--- src/hw/rtl/ucs2u8_pkg.sv ---
// Shared types and constants for the UCS-2 to UTF-8 stream encoder.
`default_nettype none

package ucs2u8_pkg;

  localparam int unsigned CfgWidth   = 24;
  localparam int unsigned UnitWidth  = 16;
  localparam int unsigned ByteWidth  = 8;
  localparam int unsigned QDepth     = 4;
  localparam int unsigned QPtrWidth  = 2;
  localparam int unsigned QCntWidth  = 3;

  localparam logic [CfgWidth-1:0] BufSizeReset = 24'd256;

  localparam logic [7:0] LeadTwo   = 8'hC0;
  localparam logic [7:0] LeadThree = 8'hE0;
  localparam logic [7:0] ContByte  = 8'h80;

  localparam logic [1:0] NumOne   = 2'd1;
  localparam logic [1:0] NumTwo   = 2'd2;
  localparam logic [1:0] NumThree = 2'd3;

  localparam logic [1:0] IdxFirst  = 2'd0;
  localparam logic [1:0] IdxSecond = 2'd1;
  localparam logic [1:0] IdxThird  = 2'd2;

  typedef struct packed {
    logic [ByteWidth-1:0] byte0;
    logic [ByteWidth-1:0] byte1;
    logic [ByteWidth-1:0] byte2;
    logic [1:0]           num_bytes;
    logic                 store;
    logic                 summary;
    logic [CfgWidth-1:0]  length;
  } entry_t;

  typedef struct packed {
    logic   valid;
    entry_t entry;
  } push_t;

  typedef struct packed {
    logic   full;
    logic   empty;
    entry_t head;
  } qstat_t;

endpackage

`default_nettype wire

--- src/hw/rtl/ucs2u8_front.sv ---
// Front end: accepts code units, classifies them, keeps the running length.
`default_nettype none

module ucs2u8_front
  import ucs2u8_pkg::*;
#(
  parameter int unsigned LENGTH_BITS = 24
) (
  input  wire logic                 clk_i,
  input  wire logic                 rst_ni,
  input  wire logic                 cfg_valid_i,
  input  wire logic [CfgWidth-1:0]  cfg_buffer_size_i,
  input  wire logic                 in_valid_i,
  input  wire logic [UnitWidth-1:0] code_unit_i,
  input  wire logic                 end_marker_i,
  input  wire logic                 q_full_i,
  output push_t                     push_o
);

  localparam int unsigned LenW1 = LENGTH_BITS + 1;
  localparam int unsigned CmpW  = ((LENGTH_BITS > CfgWidth) ? LENGTH_BITS : CfgWidth) + 1;

  logic [CfgWidth-1:0]    buf_size_q;
  logic [LENGTH_BITS-1:0] run_len_q, run_len_d;
  logic [1:0]             num;
  logic [ByteWidth-1:0]   b0, b1, b2;
  logic [CmpW-1:0]        len_ext, need_ext, size_ext;
  logic [LenW1-1:0]       len_sum;
  logic                   fits;
  logic                   accept;

  always_comb begin
    if (code_unit_i[15:7] == 9'd0) begin
      num = NumOne;
      b0  = code_unit_i[7:0];
      b1  = '0;
      b2  = '0;
    end else if (code_unit_i[15:11] == 5'd0) begin
      num = NumTwo;
      b0  = LeadTwo | {3'd0, code_unit_i[10:6]};
      b1  = ContByte | {2'd0, code_unit_i[5:0]};
      b2  = '0;
    end else begin
      num = NumThree;
      b0  = LeadThree | {4'd0, code_unit_i[15:12]};
      b1  = ContByte | {2'd0, code_unit_i[11:6]};
      b2  = ContByte | {2'd0, code_unit_i[5:0]};
    end
  end

  assign len_ext  = CmpW'(run_len_q);
  assign size_ext = CmpW'(buf_size_q);
  assign need_ext = len_ext + CmpW'(num) + CmpW'(1);
  assign fits     = need_ext < size_ext;
  assign len_sum  = LenW1'(run_len_q) + LenW1'(num);
  assign accept   = in_valid_i && !q_full_i;

  always_comb begin
    run_len_d = run_len_q;
    if (accept) begin
      if (end_marker_i) begin
        run_len_d = '0;
      end else if (len_sum[LENGTH_BITS]) begin
        run_len_d = '1;
      end else begin
        run_len_d = len_sum[LENGTH_BITS-1:0];
      end
    end
  end

  always_comb begin
    push_o.valid = accept && (end_marker_i || fits);
    if (end_marker_i) begin
      push_o.entry.byte0     = '0;
      push_o.entry.byte1     = '0;
      push_o.entry.byte2     = '0;
      push_o.entry.num_bytes = NumOne;
      push_o.entry.store     = buf_size_q != '0;
      push_o.entry.summary   = 1'b1;
      push_o.entry.length    = len_ext[CfgWidth-1:0];
    end else begin
      push_o.entry.byte0     = b0;
      push_o.entry.byte1     = b1;
      push_o.entry.byte2     = b2;
      push_o.entry.num_bytes = num;
      push_o.entry.store     = 1'b1;
      push_o.entry.summary   = 1'b0;
      push_o.entry.length    = '0;
    end
  end

  always_ff @(posedge clk_i or negedge rst_ni) begin
    if (!rst_ni) begin
      buf_size_q <= BufSizeReset;
      run_len_q  <= '0;
    end else begin
      if (cfg_valid_i) begin
        buf_size_q <= cfg_buffer_size_i;
      end
      run_len_q <= run_len_d;
    end
  end

endmodule

`default_nettype wire

--- src/hw/rtl/ucs2u8_queue.sv ---
// Short request queue between the front end and the byte emitter.
`default_nettype none

module ucs2u8_queue
  import ucs2u8_pkg::*;
(
  input  wire logic clk_i,
  input  wire logic rst_ni,
  input  push_t     push_i,
  input  wire logic pop_i,
  output qstat_t    stat_o
);

  entry_t               mem_q [QDepth];
  logic [QPtrWidth-1:0] wr_ptr_q, rd_ptr_q;
  logic [QCntWidth-1:0] count_q, count_d;
  logic                 do_push, do_pop;

  assign stat_o.full  = count_q == QCntWidth'(QDepth);
  assign stat_o.empty = count_q == '0;
  assign stat_o.head  = mem_q[rd_ptr_q];

  assign do_push = push_i.valid && !stat_o.full;
  assign do_pop  = pop_i && !stat_o.empty;

  always_comb begin
    count_d = count_q;
    if (do_push && !do_pop) begin
      count_d = count_q + QCntWidth'(1);
    end else if (do_pop && !do_push) begin
      count_d = count_q - QCntWidth'(1);
    end
  end

  always_ff @(posedge clk_i) begin
    if (do_push) begin
      mem_q[wr_ptr_q] <= push_i.entry;
    end
  end

  always_ff @(posedge clk_i or negedge rst_ni) begin
    if (!rst_ni) begin
      wr_ptr_q <= '0;
      rd_ptr_q <= '0;
      count_q  <= '0;
    end else begin
      if (do_push) begin
        wr_ptr_q <= wr_ptr_q + QPtrWidth'(1);
      end
      if (do_pop) begin
        rd_ptr_q <= rd_ptr_q + QPtrWidth'(1);
      end
      count_q <= count_d;
    end
  end

endmodule

`default_nettype wire

--- src/hw/rtl/ucs2u8_back.sv ---
// Back end: walks queued requests and emits one byte per cycle while the output is not stalled and a request is queued.
`default_nettype none

module ucs2u8_back
  import ucs2u8_pkg::*;
(
  input  wire logic                 clk_i,
  input  wire logic                 rst_ni,
  input  qstat_t                    q_stat_i,
  output logic                      pop_o,
  output logic                      out_valid_o,
  input  wire logic                 out_stall_i,
  output logic [ByteWidth-1:0]      out_byte_o,
  output logic                      store_byte_o,
  output logic                      is_summary_o,
  output logic [CfgWidth-1:0]       encoded_length_o,
  output logic                      last_o
);

  logic                 valid_q;
  logic [ByteWidth-1:0] byte_q;
  logic                 store_q, summary_q, last_q;
  logic [CfgWidth-1:0]  length_q;
  logic [1:0]           idx_q;
  logic [ByteWidth-1:0] cur_byte;
  logic                 load, take, is_last;

  always_comb begin
    case (idx_q)
      IdxFirst:  cur_byte = q_stat_i.head.byte0;
      IdxSecond: cur_byte = q_stat_i.head.byte1;
      IdxThird:  cur_byte = q_stat_i.head.byte2;
      default:   cur_byte = q_stat_i.head.byte0;
    endcase
  end

  assign load    = !valid_q || !out_stall_i;
  assign take    = load && !q_stat_i.empty;
  assign is_last = (idx_q + 2'd1) == q_stat_i.head.num_bytes;
  assign pop_o   = take && is_last;

  always_ff @(posedge clk_i) begin
    if (take) begin
      byte_q    <= cur_byte;
      store_q   <= q_stat_i.head.store;
      summary_q <= q_stat_i.head.summary;
      length_q  <= q_stat_i.head.length;
      last_q    <= is_last;
    end
  end

  always_ff @(posedge clk_i or negedge rst_ni) begin
    if (!rst_ni) begin
      valid_q <= 1'b0;
      idx_q   <= IdxFirst;
    end else begin
      if (load) begin
        valid_q <= !q_stat_i.empty;
      end
      if (take) begin
        idx_q <= is_last ? IdxFirst : idx_q + 2'd1;
      end
    end
  end

  assign out_valid_o      = valid_q;
  assign out_byte_o       = byte_q;
  assign store_byte_o     = store_q;
  assign is_summary_o     = summary_q;
  assign encoded_length_o = length_q;
  assign last_o           = last_q;

endmodule

`default_nettype wire

--- src/hw/rtl/ucs2_to_utf8_stream_encoder.sv ---
// Top level of the UCS-2 to UTF-8 stream encoder.
//
//  channel | handshake               | payload
//  --------+-------------------------+----------------------------------------------
//  in      | in_valid_i / in_stall_o | code_unit_i, end_marker_i
//  out     | out_valid_o/out_stall_i | out_byte_o, store_byte_o, is_summary_o,
//          |                         | encoded_length_o, last_o
//  cfg     | cfg_valid_i/cfg_ready_o | cfg_buffer_size_i
//
//  A code unit yields 1 to 3 bytes; the output register moves one byte per cycle
//  while out_stall_i is low. A unit that does not fit is accepted but not queued.
//  Input is taken while the four-entry request queue has room.
//  Reset clears the running length, the queue and the output valid, and sets the
//  buffer size to 256. An output stall reaches the input only through a full queue.
`default_nettype none

module ucs2_to_utf8_stream_encoder
  import ucs2u8_pkg::*;
#(
  parameter int unsigned LENGTH_BITS = 24
) (
  input  wire logic                 clk_i,
  input  wire logic                 rst_ni,
  input  wire logic                 cfg_valid_i,
  output logic                      cfg_ready_o,
  input  wire logic [CfgWidth-1:0]  cfg_buffer_size_i,
  input  wire logic                 in_valid_i,
  output logic                      in_stall_o,
  input  wire logic [UnitWidth-1:0] code_unit_i,
  input  wire logic                 end_marker_i,
  output logic                      out_valid_o,
  input  wire logic                 out_stall_i,
  output logic [ByteWidth-1:0]      out_byte_o,
  output logic                      store_byte_o,
  output logic                      is_summary_o,
  output logic [CfgWidth-1:0]       encoded_length_o,
  output logic                      last_o
);

  push_t  push;
  qstat_t q_stat;
  logic   pop;

  assign cfg_ready_o = 1'b1;
  assign in_stall_o  = q_stat.full;

  ucs2u8_front #(
    .LENGTH_BITS(LENGTH_BITS)
  ) u_front (
    .clk_i            (clk_i),
    .rst_ni           (rst_ni),
    .cfg_valid_i      (cfg_valid_i),
    .cfg_buffer_size_i(cfg_buffer_size_i),
    .in_valid_i       (in_valid_i),
    .code_unit_i      (code_unit_i),
    .end_marker_i     (end_marker_i),
    .q_full_i         (q_stat.full),
    .push_o           (push)
  );

  ucs2u8_queue u_queue (
    .clk_i (clk_i),
    .rst_ni(rst_ni),
    .push_i(push),
    .pop_i (pop),
    .stat_o(q_stat)
  );

  ucs2u8_back u_back (
    .clk_i           (clk_i),
    .rst_ni          (rst_ni),
    .q_stat_i        (q_stat),
    .pop_o           (pop),
    .out_valid_o     (out_valid_o),
    .out_stall_i     (out_stall_i),
    .out_byte_o      (out_byte_o),
    .store_byte_o    (store_byte_o),
    .is_summary_o    (is_summary_o),
    .encoded_length_o(encoded_length_o),
    .last_o          (last_o)
  );

  a_summary_last: assert property (@(posedge clk_i) disable iff (!rst_ni)
    out_valid_o && is_summary_o |-> last_o)
    else $error("summary result without last");

  a_byte_fields: assert property (@(posedge clk_i) disable iff (!rst_ni)
    out_valid_o && !is_summary_o |-> store_byte_o && (encoded_length_o == '0))
    else $error("byte result with bad store or length");

  a_end_queued: assert property (@(posedge clk_i) disable iff (!rst_ni)
    in_valid_i && !in_stall_o && end_marker_i |=> !q_stat.empty)
    else $error("end marker request not queued");

endmodule

`default_nettype wire
--- config.mk ---
export PLATFORM = sky130hd
export DESIGN_NAME = ucs2_to_utf8_stream_encoder
export DESIGN_NICKNAME = d
export VERILOG_FILES = /design/src/hw/rtl/ucs2u8_pkg.sv /design/src/hw/rtl/ucs2u8_front.sv /design/src/hw/rtl/ucs2u8_queue.sv /design/src/hw/rtl/ucs2u8_back.sv /design/src/hw/rtl/ucs2_to_utf8_stream_encoder.sv
export SDC_FILE = /design/constraint.sdc
export NUM_CORES = 1
export LEC_CHECK = 0
export BUFFER_PORTS_ARGS = -buffer_cell sky130_fd_sc_hd__buf_2
export CAP_MARGIN = 15
export CORE_ASPECT_RATIO = 1.1
export CORE_MARGIN = 3
export CORE_UTILIZATION = 40
export DETAILED_ROUTE_END_ITERATION = 8
export HOLD_SLACK_MARGIN = 0.02
export PLACE_DENSITY = 0.65
export SETUP_SLACK_MARGIN = 0.15
export SLEW_MARGIN = 20
export SYNTH_ARGS = -nofsm -noshare
export SYNTH_HDL_FRONTEND = slang
export SYNTH_SLANG_ARGS = --single-unit
--- constraint.sdc ---
create_clock -name clk_i -period 15.06 [get_ports clk_i]
set_input_delay 2.259 -clock clk_i [delete_from_list [all_inputs] [get_ports clk_i]]
set_output_delay 2.259 -clock clk_i [all_outputs]
set_load 0.02 [all_outputs]
==> impl_metrics.ini <==
[yosys]
syn_inst = 910
synth_seq_area_share_pct = 64.4
dominantRegCellSynth = edfxtp_1
synth_edf_count = 231
yosysUniqueCellTypes = 68
synth_area_per_cell_um2 = 14.3
synth.cell_area_um2 = 13000
yosys_warnings = 0
syn_nets = 991
synthArstFlopShare_pct = 20.1
synth-seq-cells = 289

[worst_setup_path]
reg2reg_from = u_front.run_len_q[0]
slowest_stage = or4_1
critPathCaptureType = flip-flop
arrival_ns = 8.88
critPathTopFamily = simple AND/OR/NAND/NOR gates
crit_path_cell_trace = buf_2, or4_1, nor2_1, nand2_1, ha_1, a21oi_2, or3_1, a2111o_1, or4_4, or3_1, o21ai_0, xor2_1, ha_1, a21oi_1, nor2b_1, o21ai_0, o2111ai_1, a211o_1, a31oi_4, and2_2, buf_4
cpPeakStageDelay_ns = 0.58
crit_path_start = code_unit_i[12]
r2r_slack_ns = 8.87
path_max_fanout = 49
start_kind = primary input
path_class = primary input to flip-flop
cp.required_ns = 15.23
critPathBufInv = 2

[clocking]
clock-root-buffer = clkbuf_16
cts_buffer_depth = 3
cts_hold_buffers = 0
clk_latency_ns = 0.54
numCtsBuffers = 30
cts_setup_buffers = 0
cts_tree = built
clk_pin_slew_ns = 0.06
cts_resized = 0
cts.sinks = 289
cts_htree_levels = 1

[final_layout]
final_cell_mix = edfxtp_1 (231), buf_2 (82), nand2_1 (75), dfrtp_1 (55), mux4_2 (49)
layout_commonest_cell = edfxtp_1
final_util_pct = 46.7
antennaDiodeCount = 0
fillers = 2739
area_growth_pct = 13.6
nNetsFinal = 1065
drive_gt1_share_pct = 21.0

[sta]
rsz0062_at_grt = no
setup-violations-final = 0
final-max-slew-violation-count = 0
fin_crit_ns = 8.71
fin_setup_tns_ns = 0
max_freq_mhz = 115
post-route-period-util_pct = 57.9
finalWorstSetupSlack_ns = 6.35
slew_headroom_pct = 39.2
final_hold_viol_count = 0
worst_slew_pin_slew_ns = 0.911
finClkSkew_ns = 0.0106

[floorplanning]
die_x_um = 178
die_area_um2 = 34800
core_area_um2 = 31700
initial_core_util_pct = 41.1
num_rows = 68
io_pins = 84
die_y_um = 195

[grt]
grt_pass1_vias = 7475
grt_usage_pct = 15.4
grt_antenna_before_repair = 0
gr-total-overflow = 0
grt_start_max_net_pins = 61
grt_pass1_wl_um = 42500

[detailed_routing]
detail-route-antenna-nets = 0
wl_per_cell_um = 18.7
vias_per_cell = 5.40
num_vias = 7712
drc = 0
first_pass_iters = 5
drtIter0Drc = 619
wirelength_um = 26700

[place]
pre_cts_slack_ns = 5.89
post-dp-hpwl_um = 17000
portBuffers = 82
gp_congestion = 0.841

[outcome]
status = complete, no violations

[min_path]
hp-class = flip-flop to flip-flop
min_from = u_queue.count_q[2]

[power_and_ir_drop]
ir_drop_v = 0.0000920
powerDensity_nw_per_um2 = 174
leakage_nw = 5.46

[run]
maxCapViolCount = 0
-- synthesized netlist by cell type (all sizes together), types with 3 or more instances --
| cell type | n | area (um2) |
|---|---|---|
| mux2 | 3 | 37.5 |
| edfxtp | 231 | 6940 |
| nand2b | 7 | 43.8 |
| o31ai | 4 | 30.0 |
| xnor2 | 27 | 236 |
| and2 | 38 | 240 |
| a21oi | 27 | 139 |
| nand3b | 5 | 37.5 |
| buf | 16 | 80.1 |
| a21o | 10 | 76.3 |
| xor2 | 20 | 175 |
| o211ai | 3 | 22.5 |
| nor2 | 45 | 169 |
| o22ai | 4 | 25.0 |
| nor4b | 3 | 26.3 |
| a31oi | 10 | 77.6 |
| mux4 | 49 | 1100 |
| inv | 39 | 146 |
| o21ai | 41 | 205 |
| ha | 33 | 413 |
| a22oi | 7 | 52.6 |
| nor4 | 9 | 62.6 |
| clkbuf | 36 | 135 |
| or3 | 6 | 37.5 |
| a41oi | 7 | 61.3 |
| nand4 | 8 | 50.1 |
| a211o | 3 | 27.5 |
| dfrtp | 57 | 1430 |
| nor2b | 6 | 37.5 |
| a211oi | 12 | 90.1 |
| and3 | 6 | 38.8 |
| nor3 | 11 | 66.3 |
| nand2 | 75 | 282 |
| nand3 | 15 | 87.6 |
| o22a | 14 | 123 |
-- routing by layer --
layer | share of wire, % | wire length [um] | vias up | track usage, %
li1 | - | - | 3589 | -
met1 | 45 | 12000 | 3839 | 22.7
met2 | 47 | 12700 | 242 | 24.4
met3 | 5.9 | 1580 | 42 | 2.24
met4 | 2.0 | 531 | 0 | 3.67
met5 | 0 | 0 | - | 0
-- power by group --
| part | switching, mW | internal, mW | total (mW) |
|---|---|---|---|
| combinational | 0.436 | 0.294 | 0.730 |
| clock | 0.291 | 0.407 | 0.698 |
| sequential | 0.0599 | 1.09 | 1.15 |
-- worst reg2reg max path: stages (launching register included) --
cell and delay, ns:
dfrtp_1 0.37, ha_1 0.26, inv_1 0.08, fa_1 0.55, xnor2_1 0.33, nand2_1 0.12
a2111o_1 0.45, or4_4 0.56, or3_1 0.45, o21ai_0 0.25, xor2_1 0.19, ha_1 0.27
a21oi_1 0.14, nor2b_1 0.06, o21ai_0 0.14, o2111ai_1 0.16, a211o_1 0.35, a31oi_4 0.28
and2_2 0.19, buf_4 0.58
-- cell families (layout without fill, tap and decap cells) --
family                   Yosys count  in the layout  synth area share [%]
other                              1              1                0.0288
buffers and inverters             91            189                  2.77
flip-flops                       289            289                  64.4
AND/OR/NAND/NOR                  243            243                  9.62
multiplexers                      52             52                  8.75
AO/OA/AOI/OAI                    152            152                  7.84
XOR/XNOR                          47             47                  3.16
adder cells (fa/ha/maj)           35             35                  3.47
-- flip-flops by register name (all words and copies together) (netlist names), 2 cells and up --
signal	count
u_back.idx_q	2
u_queue.count_q	3
u_queue.rd_ptr_q	2
u_back.encoded_length_o	24
u_queue.wr_ptr_q	2
u_front.run_len_q	24
u_front.buf_size_q	24
u_queue.mem_q	196
u_back.out_byte_o	8
-- path summary, 6_finish.rpt --
path                                           to  cells past startpoint
max                          u_queue.mem_q[1][35]                     21
min                            u_queue.count_q[2]                      1
max reg2reg                  u_queue.mem_q[1][35]                     19
min reg2reg                    u_queue.count_q[2]                      1
max in group asynchronous     u_queue.rd_ptr_q[0]                      2
min in group asynchronous  u_front.buf_size_q[22]                      2
-- area by class of cell --
type                    count  area [um2]  area share, %
flip-flops and latches    289        8390           56.7
multi-input cells         530        4290           29.0
clock inverters            13         103          0.693
inverters                  39         146          0.989
well taps                 420         526           3.55
clock buffers              43         845           5.70
repair buffers             94         500           3.38
-- metrics by stage --
stage               instance area, um2  instances  total power, mW  hold WS (ns)
floorplan                        13000        910             1.68         0.456
global placement                 13900       1372             1.89         0.477
detailed placement               13900       1372             1.91         0.488
CTS                              14800       1428             2.61         0.497
global route                     14800       1428             2.72         0.524
finish                           14800       1428             2.57         0.490
Power figures use the tool's default switching activity.
